<file path="src/rtl/eth_ipv4_tcp_header_parser_core_macros.svh">
// Assertion helpers for the header parser; clk and rst are the module's own ports.
`ifndef ETH_IPV4_TCP_HEADER_PARSER_CORE_MACROS_SVH
`define ETH_IPV4_TCP_HEADER_PARSER_CORE_MACROS_SVH

// Same-cycle implication, quiet during reset
`define EITP_ASSERT_NOW(label, ante, cons, msg) \
  label: assert property (@(posedge clk) disable iff (rst) (ante) |-> (cons)) else $error(msg);

// Next-cycle implication, quiet during reset
`define EITP_ASSERT_NEXT(label, ante, cons, msg) \
  label: assert property (@(posedge clk) disable iff (rst) (ante) |=> (cons)) else $error(msg);

`endif

</file>
<file path="src/rtl/eitp_pkg.sv">
`default_nettype none

package eitp_pkg;

  // Result kinds
  localparam logic KIND_HDR = 1'b0;
  localparam logic KIND_PAY = 1'b1;

  // Frame byte offsets of the captured fields
  localparam int OFS_SRC_MAC  = 6;
  localparam int OFS_ETYPE_HI = 12;
  localparam int OFS_ETYPE_LO = 13;
  localparam int ETH_HDR_LEN  = 14;
  localparam int OFS_TOTAL_HI = 16;
  localparam int OFS_TOTAL_LO = 17;
  localparam int OFS_PROTO    = 23;
  localparam int OFS_SRC_IP   = 26;
  localparam int OFS_DST_IP   = 30;
  localparam int OFS_IP_END   = 34;

  // Offsets relative to the start of the TCP header
  localparam int REL_PORTS_END = 4;
  localparam int REL_DOFF      = 12;

  localparam logic [15:0] ETYPE_IPV4    = 16'h0800;
  localparam logic [7:0]  PROTO_TCP     = 8'h06;
  localparam logic [3:0]  MIN_HDR_WORDS = 4'd5;
  localparam logic [7:0]  DOT_CHAR      = 8'h2E;

  typedef struct packed {
    logic        kind;
    logic [47:0] dst_mac;
    logic [47:0] src_mac;
    logic [31:0] src_addr;
    logic [31:0] dst_addr;
    logic [15:0] src_port;
    logic [15:0] dst_port;
    logic [15:0] payload_length;
    logic [7:0]  payload_char;
    logic        last;
  } res_t;

  // Printable, tab, LF and CR pass; anything else shows as a dot
  function automatic logic [7:0] show_char(input logic [7:0] b);
    logic keep;
    keep = (b >= 8'h20 && b <= 8'h7E) || b == 8'h09 || b == 8'h0A || b == 8'h0D;
    return keep ? b : DOT_CHAR;
  endfunction

endpackage

`default_nettype wire

</file>
<file path="src/rtl/eth_ipv4_tcp_header_parser_core.sv">
// Ethernet / IPv4 / TCP header parser.
// Input channel (in_valid/in_ready): one frame byte per item, frame_end on
// the last byte of each frame. Output channel (out_valid/out_ready): one
// header summary (kind 0) when the last TCP header byte arrives, then one
// payload character (kind 1) per payload byte, with last on the final result
// of the frame. Non-IPv4, non-TCP, short or malformed frames give no result.
// Results are registered in the output register, or in the skid register.
// Throughput: one byte per cycle while in_ready is high; each byte needs only
// offset compares and a field capture, between parser state and output register.
// Stall: the output register is backed by a one-item skid register, so a byte
// is still taken in the cycle the receiver first stalls; in_ready drops only
// while the skid register holds an item, and rises once the receiver drains.
// Reset: synchronous, active high; clears the byte offset, the parse phase
// and both output slots. The first byte after reset is offset zero.
// OFFSET_BITS sizes the saturating byte-offset counter.
`default_nettype none

module eth_ipv4_tcp_header_parser_core #(
  parameter int OFFSET_BITS = 16
) (
  input  wire logic        clk,
  input  wire logic        rst,
  input  wire logic        in_valid,
  output logic             in_ready,
  input  wire logic [7:0]  frame_byte,
  input  wire logic        frame_end,
  output logic             out_valid,
  input  wire logic        out_ready,
  output logic             kind,
  output logic [47:0]      dst_mac,
  output logic [47:0]      src_mac,
  output logic [31:0]      src_addr,
  output logic [31:0]      dst_addr,
  output logic [15:0]      src_port,
  output logic [15:0]      dst_port,
  output logic [15:0]      payload_length,
  output logic [7:0]       payload_char,
  output logic             last
);

  `include "eth_ipv4_tcp_header_parser_core_macros.svh"

  logic           take;
  logic           res_valid;
  eitp_pkg::res_t res;

  logic           skid_valid;
  eitp_pkg::res_t out_res;
  eitp_pkg::res_t skid_res;
  logic           pop;
  logic           push;

  assign in_ready = !skid_valid;
  assign take     = in_valid && in_ready;
  assign pop      = out_valid && out_ready;
  assign push     = take && res_valid;

  eitp_parser #(
    .OFFSET_BITS(OFFSET_BITS)
  ) u_parser (
    .clk        (clk),
    .rst        (rst),
    .take       (take),
    .frame_byte (frame_byte),
    .frame_end  (frame_end),
    .res_valid  (res_valid),
    .res        (res)
  );

  // Output register with skid slot
  always_ff @(posedge clk) begin
    if (rst) begin
      out_valid  <= 1'b0;
      skid_valid <= 1'b0;
    end else if (pop && skid_valid) begin
      out_res    <= skid_res;
      skid_valid <= 1'b0;
    end else if (pop || !out_valid) begin
      out_valid <= push;
      if (push) begin
        out_res <= res;
      end
    end else if (push) begin
      skid_res   <= res;
      skid_valid <= 1'b1;
    end
  end

  assign kind           = out_res.kind;
  assign dst_mac        = out_res.dst_mac;
  assign src_mac        = out_res.src_mac;
  assign src_addr       = out_res.src_addr;
  assign dst_addr       = out_res.dst_addr;
  assign src_port       = out_res.src_port;
  assign dst_port       = out_res.dst_port;
  assign payload_length = out_res.payload_length;
  assign payload_char   = out_res.payload_char;
  assign last           = out_res.last;

  // Skid slot is only filled behind a held output item
  `EITP_ASSERT_NOW(a_skid_behind_out, skid_valid, out_valid, "skid item without output item")
  // A result arriving while the output stalls lands in the skid slot
  `EITP_ASSERT_NEXT(a_stall_to_skid, push && out_valid && !out_ready, skid_valid, "stalled result lost")
  // Header summary not marked last must announce a payload
  `EITP_ASSERT_NOW(a_hdr_last, push && res.kind == eitp_pkg::KIND_HDR && !frame_end, res.last == (res.payload_length == 16'd0), "header last flag inconsistent")

endmodule

`default_nettype wire

</file>
<file path="src/rtl/eitp_parser.sv">
`default_nettype none

module eitp_parser #(
  parameter int OFFSET_BITS = 16
) (
  input  wire logic            clk,
  input  wire logic            rst,
  input  wire logic            take,
  input  wire logic [7:0]      frame_byte,
  input  wire logic            frame_end,
  output logic                 res_valid,
  output eitp_pkg::res_t       res
);

  typedef enum logic [1:0] {
    PH_HDR  = 2'd0,
    PH_PAY  = 2'd1,
    PH_DROP = 2'd2
  } phase_t;

  typedef logic [OFFSET_BITS-1:0] ofs_t;

  ofs_t        byte_offset, byte_offset_next;
  phase_t      parse_phase, parse_phase_next;
  logic [47:0] dst_mac_reg, dst_mac_reg_next;
  logic [47:0] src_mac_reg, src_mac_reg_next;
  logic [7:0]  ethertype_hi, ethertype_hi_next;
  logic [5:0]  ip_hdr_bytes, ip_hdr_bytes_next;
  logic [15:0] ip_total_bytes, ip_total_bytes_next;
  logic [31:0] src_addr_reg, src_addr_reg_next;
  logic [31:0] dst_addr_reg, dst_addr_reg_next;
  logic [31:0] ports_reg, ports_reg_next;
  logic [5:0]  tcp_hdr_bytes, tcp_hdr_bytes_next;
  logic [15:0] payload_left, payload_left_next;

  ofs_t        o;
  ofs_t        hdr_end;
  ofs_t        rel;
  logic [6:0]  hl;
  logic [15:0] pl;
  logic [15:0] left_dec;

  assign o        = byte_offset;
  assign hdr_end  = ofs_t'(eitp_pkg::ETH_HDR_LEN) + ofs_t'(ip_hdr_bytes);
  assign rel      = o - hdr_end;
  assign hl       = {1'b0, ip_hdr_bytes} + {1'b0, tcp_hdr_bytes};
  assign pl       = (ip_total_bytes > 16'(hl)) ? ip_total_bytes - 16'(hl) : 16'd0;
  assign left_dec = payload_left - 16'd1;

  // Field capture, drop decisions and result build for one item
  always_comb begin
    byte_offset_next    = byte_offset;
    parse_phase_next    = parse_phase;
    dst_mac_reg_next    = dst_mac_reg;
    src_mac_reg_next    = src_mac_reg;
    ethertype_hi_next   = ethertype_hi;
    ip_hdr_bytes_next   = ip_hdr_bytes;
    ip_total_bytes_next = ip_total_bytes;
    src_addr_reg_next   = src_addr_reg;
    dst_addr_reg_next   = dst_addr_reg;
    ports_reg_next      = ports_reg;
    tcp_hdr_bytes_next  = tcp_hdr_bytes;
    payload_left_next   = payload_left;
    res_valid           = 1'b0;
    res                 = '0;

    case (parse_phase)
      PH_HDR: begin
        if (o < ofs_t'(eitp_pkg::OFS_SRC_MAC)) begin
          dst_mac_reg_next = {dst_mac_reg[39:0], frame_byte};
        end else if (o < ofs_t'(eitp_pkg::OFS_ETYPE_HI)) begin
          src_mac_reg_next = {src_mac_reg[39:0], frame_byte};
        end else if (o == ofs_t'(eitp_pkg::OFS_ETYPE_HI)) begin
          ethertype_hi_next = frame_byte;
        end else if (o == ofs_t'(eitp_pkg::OFS_ETYPE_LO)) begin
          if ({ethertype_hi, frame_byte} != eitp_pkg::ETYPE_IPV4) begin
            parse_phase_next = PH_DROP;
          end
        end else if (o == ofs_t'(eitp_pkg::ETH_HDR_LEN)) begin
          ip_hdr_bytes_next = {frame_byte[3:0], 2'b00};
          if (frame_byte[3:0] < eitp_pkg::MIN_HDR_WORDS) begin
            parse_phase_next = PH_DROP;
          end
        end else if (o == ofs_t'(eitp_pkg::OFS_TOTAL_HI) ||
                     o == ofs_t'(eitp_pkg::OFS_TOTAL_LO)) begin
          ip_total_bytes_next = {ip_total_bytes[7:0], frame_byte};
        end else if (o == ofs_t'(eitp_pkg::OFS_PROTO)) begin
          if (frame_byte != eitp_pkg::PROTO_TCP) begin
            parse_phase_next = PH_DROP;
          end
        end else if (o >= ofs_t'(eitp_pkg::OFS_SRC_IP) &&
                     o <  ofs_t'(eitp_pkg::OFS_DST_IP)) begin
          src_addr_reg_next = {src_addr_reg[23:0], frame_byte};
        end else if (o >= ofs_t'(eitp_pkg::OFS_DST_IP) &&
                     o <  ofs_t'(eitp_pkg::OFS_IP_END)) begin
          dst_addr_reg_next = {dst_addr_reg[23:0], frame_byte};
        end else if (o >= hdr_end) begin
          if (rel < ofs_t'(eitp_pkg::REL_PORTS_END)) begin
            ports_reg_next = {ports_reg[23:0], frame_byte};
          end else if (rel == ofs_t'(eitp_pkg::REL_DOFF)) begin
            tcp_hdr_bytes_next = {frame_byte[7:4], 2'b00};
            if (frame_byte[7:4] < eitp_pkg::MIN_HDR_WORDS) begin
              parse_phase_next = PH_DROP;
            end
          end else if (rel > ofs_t'(eitp_pkg::REL_DOFF) &&
                       rel == ofs_t'(tcp_hdr_bytes) - ofs_t'(1)) begin
            // Last TCP header byte: header summary
            payload_left_next  = pl;
            res_valid          = 1'b1;
            res.kind           = eitp_pkg::KIND_HDR;
            res.dst_mac        = dst_mac_reg;
            res.src_mac        = src_mac_reg;
            res.src_addr       = src_addr_reg;
            res.dst_addr       = dst_addr_reg;
            res.src_port       = ports_reg[31:16];
            res.dst_port       = ports_reg[15:0];
            res.payload_length = pl;
            res.last           = frame_end || (pl == 16'd0);
            parse_phase_next   = (pl == 16'd0) ? PH_DROP : PH_PAY;
          end
        end
      end
      PH_PAY: begin
        payload_left_next = left_dec;
        res_valid         = 1'b1;
        res.kind          = eitp_pkg::KIND_PAY;
        res.payload_char  = eitp_pkg::show_char(frame_byte);
        res.last          = frame_end || (left_dec == 16'd0);
        if (left_dec == 16'd0) begin
          parse_phase_next = PH_DROP;
        end
      end
      default: begin
        // discard until frame end
      end
    endcase

    // Offset: restart on frame end (back to the header phase), otherwise count up and saturate
    if (frame_end) begin
      byte_offset_next = '0;
      parse_phase_next = PH_HDR;
    end else if (byte_offset != '1) begin
      byte_offset_next = byte_offset + ofs_t'(1);
    end
  end

  // Parser state; captures need no reset, every field is rewritten before use
  always_ff @(posedge clk) begin
    if (rst) begin
      byte_offset <= '0;
      parse_phase <= PH_HDR;
    end else if (take) begin
      byte_offset <= byte_offset_next;
      parse_phase <= parse_phase_next;
    end
    if (take) begin
      dst_mac_reg    <= dst_mac_reg_next;
      src_mac_reg    <= src_mac_reg_next;
      ethertype_hi   <= ethertype_hi_next;
      ip_hdr_bytes   <= ip_hdr_bytes_next;
      ip_total_bytes <= ip_total_bytes_next;
      src_addr_reg   <= src_addr_reg_next;
      dst_addr_reg   <= dst_addr_reg_next;
      ports_reg      <= ports_reg_next;
      tcp_hdr_bytes  <= tcp_hdr_bytes_next;
      payload_left   <= payload_left_next;
    end
  end

endmodule

`default_nettype wire
</file>
<file path="config.mk">
export PLATFORM = sky130hd
export DESIGN_NAME = eth_ipv4_tcp_header_parser_core
export DESIGN_NICKNAME = d
export VERILOG_FILES = /design/src/rtl/eitp_pkg.sv /design/src/rtl/eth_ipv4_tcp_header_parser_core.sv /design/src/rtl/eitp_parser.sv
export VERILOG_INCLUDE_DIRS = /design/src /design/src/rtl
export SDC_FILE = /design/constraint.sdc
export NUM_CORES = 1
export LEC_CHECK = 0
export BUFFER_PORTS_ARGS = -buffer_cell sky130_fd_sc_hd__buf_2
export CAP_MARGIN = 20
export CORE_AREA = 2 2 221 331
export CTS_CLUSTER_SIZE = 28
export DETAILED_ROUTE_END_ITERATION = 8
export DIE_AREA = 0 0 223 333
export PLACE_DENSITY_LB_ADDON = 0.08
export SYNTH_ARGS = -nofsm -noshare
export SYNTH_HDL_FRONTEND = slang
export SYNTH_HIERARCHICAL = 1
export SYNTH_SLANG_ARGS = --single-unit
export TNS_END_PERCENT = 100
</file>
<file path="constraint.sdc">
create_clock -name clk -period 35.5 [get_ports clk]
set_input_delay 3.55 -clock clk [delete_from_list [all_inputs] [get_ports clk]]
set_output_delay 3.55 -clock clk [all_outputs]
set_load 0.005 [all_outputs]
</file>
==> run summary, run 1 <==
outcome - completed
Netlist cell types - 70
Die Wd - 223 um
Post-Syn Area - 28,300 sq um
Setup-failing EPs final - 0
Syn Nets - 1,708
Layout Utilization - 45.8%
Setup Skew - 15.5 ps
crit start category - flop
Final #Nets - 1,960
row count - 120
register bit total from synthesis - 696
layout cells sized above 1 - 30.3%
H-tree depth - 3
GP Congestion - 0.886
Remaining DRCs - 0
mean post-synth cell area - 17.0 sq um
Hold-fix buffers, CTS - 0
worst r2r src - u_parser/ip_hdr_bytes[2]
Top reg by flops - skid_res
GRT Total Usage - 16.3%
post-CTS resize count - 0
Post-synth top flop - edfxtp_1
setup bufs post-CTS - 0
asr flop ratio synth - 0%
vias in the first global route - 14.9k
hold path start - u_parser/dst_mac_reg[32]
PD cells - 49.8 nW/um^2
Max clock buf depth - 3
Tmin final - 6590 ps
# Max-Cap Violations - 0
wire per inst - 21.1 um
EDFF count, synth - 676
Synth Instances - 1,668
Max FO, Critical Path - 68
Core Area - 71,300 sq um
Starting Density - 39.7%
TNS Setup - 0 ps
Final Max Slew Viols - 0
Die H - 333 um
clk_lat worst skew - 610 ps
CTS root buf - clkbuf_16
Period Utilization, post-route - 18.6%
Peak VDD IR - 0.0000316 V
DRT iter0 DRCs - 966
Hold Vio Cnt, Final - 0
Critical Path RT - 35,720 ps
relative slew slack - 25.4%
global-route wire length before repair - 92.6 mm
CTS buffer count - 69
Setup WS post-layout - 28,910 ps
crit end category - flop
fillers - 6,219
antenna violations before repair - 2
Place WS - 28,790 ps
largest net degree at the start of global routing - 157
flip-flop count of the largest register after layout - 218
vias per cell - 5.04
clock slew at reported path FFs - 60 ps
total power - 0.00163 W
RSZ-0062 raised after global routing - false
CP arrival - 6810 ps
measured slew at the worst slew-check pin - 1110 ps
clk sinks - 696
Fmax achieved - 0.152 GHz
CTS tree - done
crit path kind - flop to flop
hold slack - 433 ps
DRT Wirelength - 61.0 mm
io pins - 233
Static Leak - 12.4 nW
CP Launch Point - u_parser/ip_hdr_bytes[2]
die area - 74,300 sq um
Synth-to-Final Area Change - 15.4%
Seq/Total Area, Yosys - 73.1%
Detail Placement HPWL - 37.1 mm
Synth Warn # - 6
Hold Crit Class - flop to flop
port buffer count - 232
drt pass-1 iters - 5
total grt overflow - 0
post-route ant nets - 0
n_diodes - 0
vias - 14.6k
==> critical path, stage by stage (launching register included) <==
cell	delay, ps
edfxtp_1	440
inv_1	70
ha_1	220
nand3b_1	160
ha_1	460
and3_1	270
a22o_1	290
or4_1	530
a211oi_1	250
o211a_1	210
o2111ai_2	170
nor3_1	250
o21bai_1	160
inv_1	120
nand3_1	180
a221oi_4	600
buf_4	800
buf_4	840
==> stage by stage <==
| step | instance area, sq um | instances |
|---|---|---|
| finish | 32700 | 2888 |
| global route | 32700 | 2888 |
| global placement | 30500 | 2762 |
| CTS | 32700 | 2886 |
| detailed placement | 30500 | 2762 |
| floorplan | 28300 | 1668 |
==> placed cells by master, fill, tap and decap left out, types with 20 or more instances in the layout <==
cell type / netlist / layout
a21oi_1: 28 / 28
and2_1: 194 / 194
buf_2: 18 / 233
clkbuf_16: 0 / 72
dfxtp_1: 20 / 20
edfxtp_1: 676 / 676
ha_1: 24 / 24
inv_1: 29 / 29
mux2_2: 119 / 119
mux2_4: 100 / 100
nand2_1: 45 / 45
nor2_1: 60 / 59
nor3_1: 30 / 28
o21ai_0: 24 / 24
xnor2_1: 21 / 21
xor2_1: 29 / 29
==> kinds of logic (layout without fill, tap and decap cells) <==
| kind of cell | count (synthesis) | after routing | synth area share (%) |
|---|---|---|---|
| flops | 696 | 696 | 73.1 |
| xor+xnor | 50 | 50 | 1.55 |
| buf+inv | 103 | 408 | 1.94 |
| compound gates | 119 | 119 | 2.84 |
| mux | 222 | 222 | 10.1 |
| simple gates | 450 | 450 | 9.14 |
| fa+ha+maj | 27 | 27 | 1.27 |
| other cells | 1 | 1 | 0.0132 |
==> power breakdown <==
group | internal, W | switching (W) | total (W)
registers | 0.000896 | 0.00000232 | 0.000898
logic | 0.00000345 | 0.0000112 | 0.0000146
clock network | 0.000411 | 0.000304 | 0.000715
==> layout make-up <==
type / instances / area (sq um) / share of cell area [%]
Inverter: 30 / 113 / 0.345
Multi-Input combinational cell: 869 / 7160 / 21.9
Clock inverter: 34 / 279 / 0.854
Sequential cell: 696 / 20700 / 63.4
Clock buffer: 90 / 1920 / 5.87
Timing Repair Buffer: 254 / 1360 / 4.15
Tap cell: 915 / 1140 / 3.50
==> path summary, 6_finish.rpt <==
check                             endpoint  slack [ps]  cells past startpoint
setup / recovery               src_mac[34]       28910                     17
hold / removal    u_parser/dst_mac_reg[40]         430                      0
setup reg to reg               src_mac[34]       28910                     17
hold reg to reg   u_parser/dst_mac_reg[40]         430                      0
==> routing by layer <==
metal / GRT usage (%) / vias up / part of all wire [%]
met4: 5.68 / 0 / 2.5
met5: 0 / - / 0
met1: 22.0 / 7321 / 45
li1: - / 6813 / -
met2: 26.5 / 338 / 48
met3: 3.03 / 82 / 4.7
==> synth_stat cells, types with 11 or more instances <==
cell	number	area share, %
edfxtp_1	676	72
nor3_1	30	0.53
nor2_1	60	0.80
buf_6	11	0.44
xnor2_1	21	0.65
xor2_1	29	0.90
nand2_1	45	0.60
nand3_1	19	0.34
dfxtp_1	20	1.4
a21oi_1	28	0.49
clkbuf_1	29	0.38
o21ai_0	24	0.42
ha_1	24	1.1
and2_1	194	4.3
mux2_2	119	4.7
mux2_4	100	5.3
inv_1	29	0.38
nor4_1	13	0.29
or3_1	18	0.40
buf_4	15	0.40
buf_2	18	0.32
Note: power is estimated with default switching activity, not from simulation.
==> run 2, diff against run 1 <==
--- a/config.mk
+++ b/config.mk
@@ -6,12 +6,13 @@
 export SDC_FILE = /design/constraint.sdc
 export NUM_CORES = 1
 export LEC_CHECK = 0
+export ABC_AREA = 1
 export BUFFER_PORTS_ARGS = -buffer_cell sky130_fd_sc_hd__buf_2
 export CAP_MARGIN = 20
-export CORE_AREA = 2 2 221 331
+export CORE_AREA = 2 2 228 343
 export CTS_CLUSTER_SIZE = 28
 export DETAILED_ROUTE_END_ITERATION = 8
-export DIE_AREA = 0 0 223 333
+export DIE_AREA = 0 0 230 345
 export PLACE_DENSITY_LB_ADDON = 0.08
 export SYNTH_ARGS = -nofsm -noshare
 export SYNTH_HDL_FRONTEND = slang
==> constraint.sdc (replaced) <==
create_clock -name clk -period 6.8 [get_ports clk]
set_input_delay 0.68 -clock clk [delete_from_list [all_inputs] [get_ports clk]]
set_output_delay 0.68 -clock clk [all_outputs]
set_load 0.005 [all_outputs]
==> run 2 against run 1 <==
  * Global-route usage increased by 0.82 points
  * Critical path depth increased by 2
  * Clock skew increased by 8.3 ps
  * Sequential power increased to 5.3 times the previous value
  * Synthesized cell count increased by 53%
  * Final area increased by 5.6%
  * Sequential cell count unchanged
  * Critical endpoint is now last
==> run summary, run 2 <==
post-CTS resize count - 0 (unchanged)
post-synth top area cell - edfxtp_1
commonest non-fill, non-tap cell in the layout - edfxtp_1
TNS Setup - 0 ps (unchanged)
Synth Warn # - 6 (unchanged)
Final Max Slew Viols - 0 (unchanged)
PD cells - 246 nW/um^2 (+390%)
DRT Wirelength - 67.3 mm (+10%)
antenna violations before repair - 4 (+2)
crit end category - flop
fraction of the mapped netlist area in compound gates - 7.55% (+4.7 points)
Synth Instances - 2,549 (+53%)
Starting Density - 39.6% (-0.12 points)
Max clock buf depth - 3 (unchanged)
asr flop ratio synth - 0% (unchanged)
Peak VDD IR - 0.000183 V (+480%)
Synth Area in Simple Gates - 12.9% (+3.8 points)
most frequent cell after synthesis - edfxtp_1
Die H - 345 um (+3.6%)
clk sinks - 696 (unchanged)
Post-synth top flop - edfxtp_1
top-area cell type share of the netlist area - 66.9% (-4.8 points)
Syn Nets - 2,589 (+52%)
GRT Total Usage - 17.1% (+0.82 points)
register bit total from synthesis - 696 (unchanged)
Critical Path RT - 7130 ps (-28,590 ps)
GP Congestion - 0.806 (-9.0%)
outcome - completed
post-synthesis mux area share - 0.0990% (-10 points)
row count - 125 (+4.2%)
Core Area - 76,600 sq um (+7.5%)
vias - 17.8k (+22%)
Hold Crit Class - flop to flop
setup bufs post-CTS - 0 (unchanged)
crit path kind - flop to flop
Max FO, Critical Path - 20 (-71%)
Setup Skew - 23.8 ps (+8.26 ps)
CTS tree - done
Synth Area in XOR/XNOR - 0.606% (-0.94 points)
Hold-fix buffers, CTS - 0 (unchanged)
Post-synth top cells - edfxtp_1, inv_1, nand2_1
DRT iter0 DRCs - 1,193 (+23%)
port buffer count - 232 (unchanged)
io pins - 233 (unchanged)
EDFF count, synth - 676 (unchanged)
Tmin final - 4500 ps (-2090 ps)
clock slew at reported path FFs - 60 ps (about the same)
Final #Nets - 2,841 (+45%)
CTS root buf - clkbuf_16
Hold Vio Cnt, Final - 0 (unchanged)
mean post-synth cell area - 11.9 sq um (-30%)
Period Utilization, post-route - 66.1% (+48 points)
vias in the first global route - 17.8k (+19%)
Synth-to-Final Area Change - 13.7%
Netlist cell types - 47 (-33%)
synth top area cells - edfxtp_1, inv_1, o21ai_2
drt pass-1 iters - 5 (unchanged)
total power - 0.00848 W (+420%)
Detail Placement HPWL - 45.3 mm (+22%)
Seq/Total Area, Yosys - 68.2% (-4.9 points)
vias per cell - 4.59 (-8.9%)
Static Leak - 15.1 nW (+22%)
global-route wire length before repair - 105 mm (+13%)
H-tree depth - 3 (unchanged)
CP arrival - 4830 ps (-1980 ps)
CTS buffer count - 70 (+1.4%)
Post-Synth Adder-Cell Area - 1.19% (-0.085 points)
clk_lat worst skew - 610 ps (about the same)
# Max-Cap Violations - 0 (unchanged)
RSZ-0062 raised after global routing - false
die area - 79,400 sq um (+6.9%)
relative slew slack - 28.5% (+3.1 points)
Post-Syn Area - 30,300 sq um (+7.1%)
Die Wd - 230 um (+3.1%)
measured slew at the worst slew-check pin - 1070 ps (-36.6 ps)
Remaining DRCs - 0 (unchanged)
total grt overflow - 0 (unchanged)
combinational family with the most area after synthesis - simple AND/OR/NAND/NOR gates
commonest non-fill, non-tap cells in the layout - edfxtp_1, inv_1, nand2_1
wire per inst - 17.4 um (-18%)
Top reg by flops - skid_res
largest net degree at the start of global routing - 152 (-3.2%)
layout cells sized above 1 - 24.4% (-5.9 points)
post-route ant nets - 0 (unchanged)
flip-flop count of the largest register after layout - 218 (unchanged)
Setup-failing EPs final - 0 (unchanged)
Layout Utilization - 45.0% (-0.81 points)
crit start category - flop
Fmax achieved - 0.222 GHz (+46%)
-- run 2: cell count changes in the layout (fill, tap and decap cells not counted), moves of 12 or more --
cell	before	now
inv_1	29	521
nand2_1	45	419
and2_1	194	0
or3_1	18	1
o21ai_0	24	44
o21ai_2	0	205
mux2_4	100	0
nor2_2	0	96
nor2_1	59	212
xor2_1	29	12
mux2_2	119	0
xnor2_1	21	9
nand3_1	18	84
nand4_1	6	26
-- run 2: area by class of cell --
type	instances	area, sq um
antenna	1	2.50
multi-input combinational	1242	6940
inverter	532	2000
clock buffer	89	1870
timing repair buffer	259	1490
tap	1016	1270
fill	7231	42200
clock inverter	34	223
sequential	696	20700
-- run 2: worst max-delay path, cell delays in order (launching register included) --
cell and delay, ps:
edfxtp_1 460, ha_1 260, fa_1 410, nand2_1 80, nand2_1 50, a21oi_1 240, ha_1 240, nand4_1 120
o21ai_0 420, o21ai_0 170, nand2_1 520, nand3_1 440, nand2_1 160, nor2_1 60, nand3_1 170, nand2_1 80
inv_1 50, o21ai_0 110, nand2_1 130, o21ai_2 70
-- run 2: worst paths after layout --
path	cells past startpoint	slack, ps	endpoint	start
worst min-delay path	0	440	u_parser/src_addr_reg[10]	u_parser/src_addr_reg[2]
worst max register to register	19	2300	last	u_parser/ip_hdr_bytes[2]
worst max-delay path	19	2300	last	u_parser/ip_hdr_bytes[2]
worst min register to register	0	440	u_parser/src_addr_reg[10]	u_parser/src_addr_reg[2]
-- run 2: layer usage --
| layer | up-vias | routed length (um) | GRT usage (%) |
|---|---|---|---|
| met5 | - | 0 | 0 |
| met4 | 0 | 1380 | 4.99 |
| met3 | 84 | 3650 | 3.81 |
| met2 | 378 | 34500 | 30.0 |
| met1 | 8429 | 27800 | 21.2 |
| li1 | 8875 | - | - |
-- run 2: cells by family (layout without fill, tap and decap cells) --
group / count (synthesis) / count (layout)
multiplexers: 3 / 3
AND/OR/NAND/NOR: 894 / 894
adder cells (fa/ha/maj): 27 / 27
AO/OA/AOI/OAI: 296 / 296
XOR/XNOR: 21 / 21
other: 1 / 2
buffers and inverters: 611 / 914
flip-flops: 696 / 696
-- run 2: stage by stage --
stage | hold WS [ps] | instances | instance area [sq um] | setup WS (ps)
after global routing | 448 | 3868 | 34500 | 1800
after detailed placement | 432 | 3745 | 32400 | 2260
final | 441 | 3869 | 34500 | 2300
after global placement | 431 | 3745 | 32400 | 2250
after floorplan | 426 | 2549 | 30400 | -1300
after CTS | 437 | 3868 | 34500 | 2240
-- run 2: report_power, final --
group	switching, W	internal (W)
registers	0.0000205	0.00471
clock network	0.00160	0.00199
logic	0.000117	0.0000358
total	0.00174	0.00673
==> run 3, diff against run 2 <==
--- a/config.mk
+++ b/config.mk
@@ -6,13 +6,13 @@
 export SDC_FILE = /design/constraint.sdc
 export NUM_CORES = 1
 export LEC_CHECK = 0
-export ABC_AREA = 1
+export ABC_AREA = 0
 export BUFFER_PORTS_ARGS = -buffer_cell sky130_fd_sc_hd__buf_2
 export CAP_MARGIN = 20
-export CORE_AREA = 2 2 228 343
+export CORE_AREA = 2 2 221 331
 export CTS_CLUSTER_SIZE = 28
 export DETAILED_ROUTE_END_ITERATION = 8
-export DIE_AREA = 0 0 230 345
+export DIE_AREA = 0 0 223 333
 export PLACE_DENSITY_LB_ADDON = 0.08
 export SYNTH_ARGS = -nofsm -noshare
 export SYNTH_HDL_FRONTEND = slang
==> constraint.sdc (replaced) <==
create_clock -name clk -period 4.41 [get_ports clk]
set_input_delay 0.441 -clock clk [delete_from_list [all_inputs] [get_ports clk]]
set_output_delay 0.441 -clock clk [all_outputs]
set_load 0.005 [all_outputs]
==> run 3 against run 2 <==
  * Global-route usage fell by 0.74 points
  * Clock power is 56% higher
  * Via count fell by 16%
  * Fmax increased by 3.7%
  * Largest power group unchanged
  * Highest routed layer unchanged
  * Sequential share of layout area rose by 0.78 points
==> run summary, run 3 (synthesis results as in run 1) <==
outcome - completed
DRT iter0 DRCs - 867 (-27%)
Hold Crit Class - input port to flop
CTS tree - done
wire per inst - 21.3 um (+22%)
post-route ant nets - 0 (unchanged)
cell chain of the critical path - o21ai_2 > xor2_1 > ha_4 > a21o_1 > a22o_4 > buf_4 > o31a_1 > nor3_2 > nand4_1 > o32a_1 > buf_4 > nor3_2 > o21bai_1 > inv_1 > nand3_4 > a221oi_4 > buf_6 > buf_16 > clkbuf_16
crit path kind - flop to flop
Setup-failing EPs final - 0 (unchanged)
largest net degree at the start of global routing - 111 (-27%)
CP arrival - 4670 ps (-160 ps)
placed instance count - 2,829 (-24%)
vias - 15.0k (-16%)
switching power - 0.00262 W (+50%)
CP bufs+invs - 6 (+5)
measured slew at the worst slew-check pin - 859 ps (-214 ps)
DRT Wirelength - 63.7 mm (-5.4%)
clk_lat worst skew - 610 ps (about the same)
GRT Total Usage - 16.4% (-0.74 points)
drt pass-1 iters - 5 (unchanged)
TNS Setup - 0 ps (unchanged)
critical path's slowest cell - edfxtp_1
Setup Skew - 26.0 ps (+2.22 ps)
crit end category - flop
die area - 74,300 sq um (-6.4%)
hold slack - 179 ps (-262 ps)
relative slew slack - 42.2% (+14 points)
Detail Placement HPWL - 40.3 mm (-11%)
CP Launch Point - u_parser/ip_hdr_bytes[2]
global-route wire length before repair - 92.6 mm (-12%)
n_diodes - 0 (-1)
hold path start - in_valid
flip-flop count of the largest register after layout - 218 (unchanged)
Final Max Slew Viols - 0 (unchanged)
io pins - 233 (unchanged)
# Max-Cap Violations - 0 (unchanged)
Logic pwr share - 1.0% (-0.8 points)
top layer in use - met4
Hold Vio Cnt, Final - 0 (unchanged)
layout cells sized above 1 - 34.8% (+10 points)
worst r2r src - u_parser/ip_hdr_bytes[2]
Period Utilization, post-route - 98.3% (+32 points)
antenna violations before repair - 3 (-1)
Peak VDD IR - 0.000268 V (+47%)
Die H - 333 um (-3.5%)
total grt overflow - 0 (unchanged)
Tmin final - 4340 ps (-160 ps)
Final #Nets - 2,057 (-28%)
final cell count without fillers - 2,987 (-23%)
Switching Fraction - 20.2% (-0.32 points)
Cell Int Power - 0.0103 W (+53%)
vias in the first global route - 15.3k (-14%)
row count - 120 (-4.0%)
CP delay by family, top - compound AO/OA/AOI/OAI gates
DRT met1 WL - 27.6 mm (-0.72%)
Top reg by flops - skid_res
clock slew at reported path FFs - 60 ps (about the same)
Core Area - 71,300 sq um (-6.9%)
port buffer count - 232 (unchanged)
Die Wd - 223 um (-3.0%)
Static Leak - 12.2 nW (-19%)
Max clock buf depth - 3 (unchanged)
met3 routed WL - 2.75 mm (-25%)
PD cells - 381 nW/um^2 (+55%)
H-tree depth - 3 (unchanged)
vias per cell - 5.01 (+9.1%)
Max FO, Critical Path - 8 (-60%)
Clock power frac - 43.2% (+0.8 points)
metal2 WL - 31.7 mm (-8.1%)
delay of the slowest critical-path stage - 430 ps (-90 ps)
clk sinks - 696 (unchanged)
RSZ-0062 raised after global routing - true
Starting Density - 39.7% (+0.12 points)
Critical Path RT - 4750 ps (-2380 ps)
CTS root buf - clkbuf_16
crit start category - flop
register share of total power - 55.8% (about the same)
Remaining DRCs - 0 (unchanged)
Fmax achieved - 0.231 GHz (+3.7%)
GP Congestion - 0.847 (+5.1%)
commonest non-fill, non-tap cell in the layout - edfxtp_1
CTS buffer count - 70 (unchanged)
commonest non-fill, non-tap cells in the layout - edfxtp_1, buf_2, and2_1
Synth-to-Final Area Change - 20.2%
## run 3: what timing repair did
| action | 4_1_cts | 5_1_grt |
|---|---|---|
| buffers inserted | 0 | 17 |
| resized for setup | 0 | 41 |
| hold buffers | 0 | 0 |
| endpoints found under the setup margin | 0 | 568 |
## run 3: cell type report
class                      instances  area [sq um]
fill                            6125         37300
clock inverter                    44           303
sequential                       696         20700
timing repair buffer             350          2610
tap                              915          1140
inverter                          30           113
multi-input combinational        869          7360
clock buffer                      83          1820
## run 3: power groups by stage
stage	Combinational (W)	Clock [W]	Sequential, W
3_3_place_gp	0.000130	0	0.00737
4_1_cts	0.000130	0.00580	0.00723
5_1_grt	0.000146	0.00602	0.00723
3_5_place_dp	0.000130	0	0.00737
6_report	0.000133	0.00559	0.00723
2_1_floorplan	0.0000513	0	0.00737
## run 3: per-stage QoR
stage | setup slack [ps] | util, % | power [W] | instance area [sq um]
detailed placement | 43.8 | 43.9 | 0.00750 | 31300
global placement | 82.0 | 43.9 | 0.00750 | 31300
CTS | 6.64 | 46.8 | 0.0132 | 33400
finish | 73.6 | 47.7 | 0.0130 | 34000
global route | -127 | 47.7 | 0.0134 | 34000
floorplan | -6150 | - | 0.00742 | 28400
## run 3: per-layer routing
metal | vias to the layer above | GRT usage (%)
met2 | 353 | 27.9
met5 | - | 0
li1 | 7004 | -
met1 | 7510 | 21.1
met3 | 92 | 2.71
met4 | 0 | 6.17
## run 3: path summary, 6_finish.rpt
kind / endpoint / slack [ps] / depth (start not counted)
setup reg to reg: dst_mac[22] / 70 / 19
hold / removal: skid_valid / 180 / 3
hold reg to reg: u_parser/dst_mac_reg[32] / 420 / 0
setup / recovery: dst_mac[22] / 70 / 19
## run 3: worst reg2reg max path: cells and delay by family (launching register included)
family	cells	cell delay (ps)
AOI/OAI and AO/OA	7	1580
DFF	1	430
buffers and inverters	6	1060
and+or+nand+nor	4	500
xor gates and xnor gates	1	230
adders and majority gates	1	260
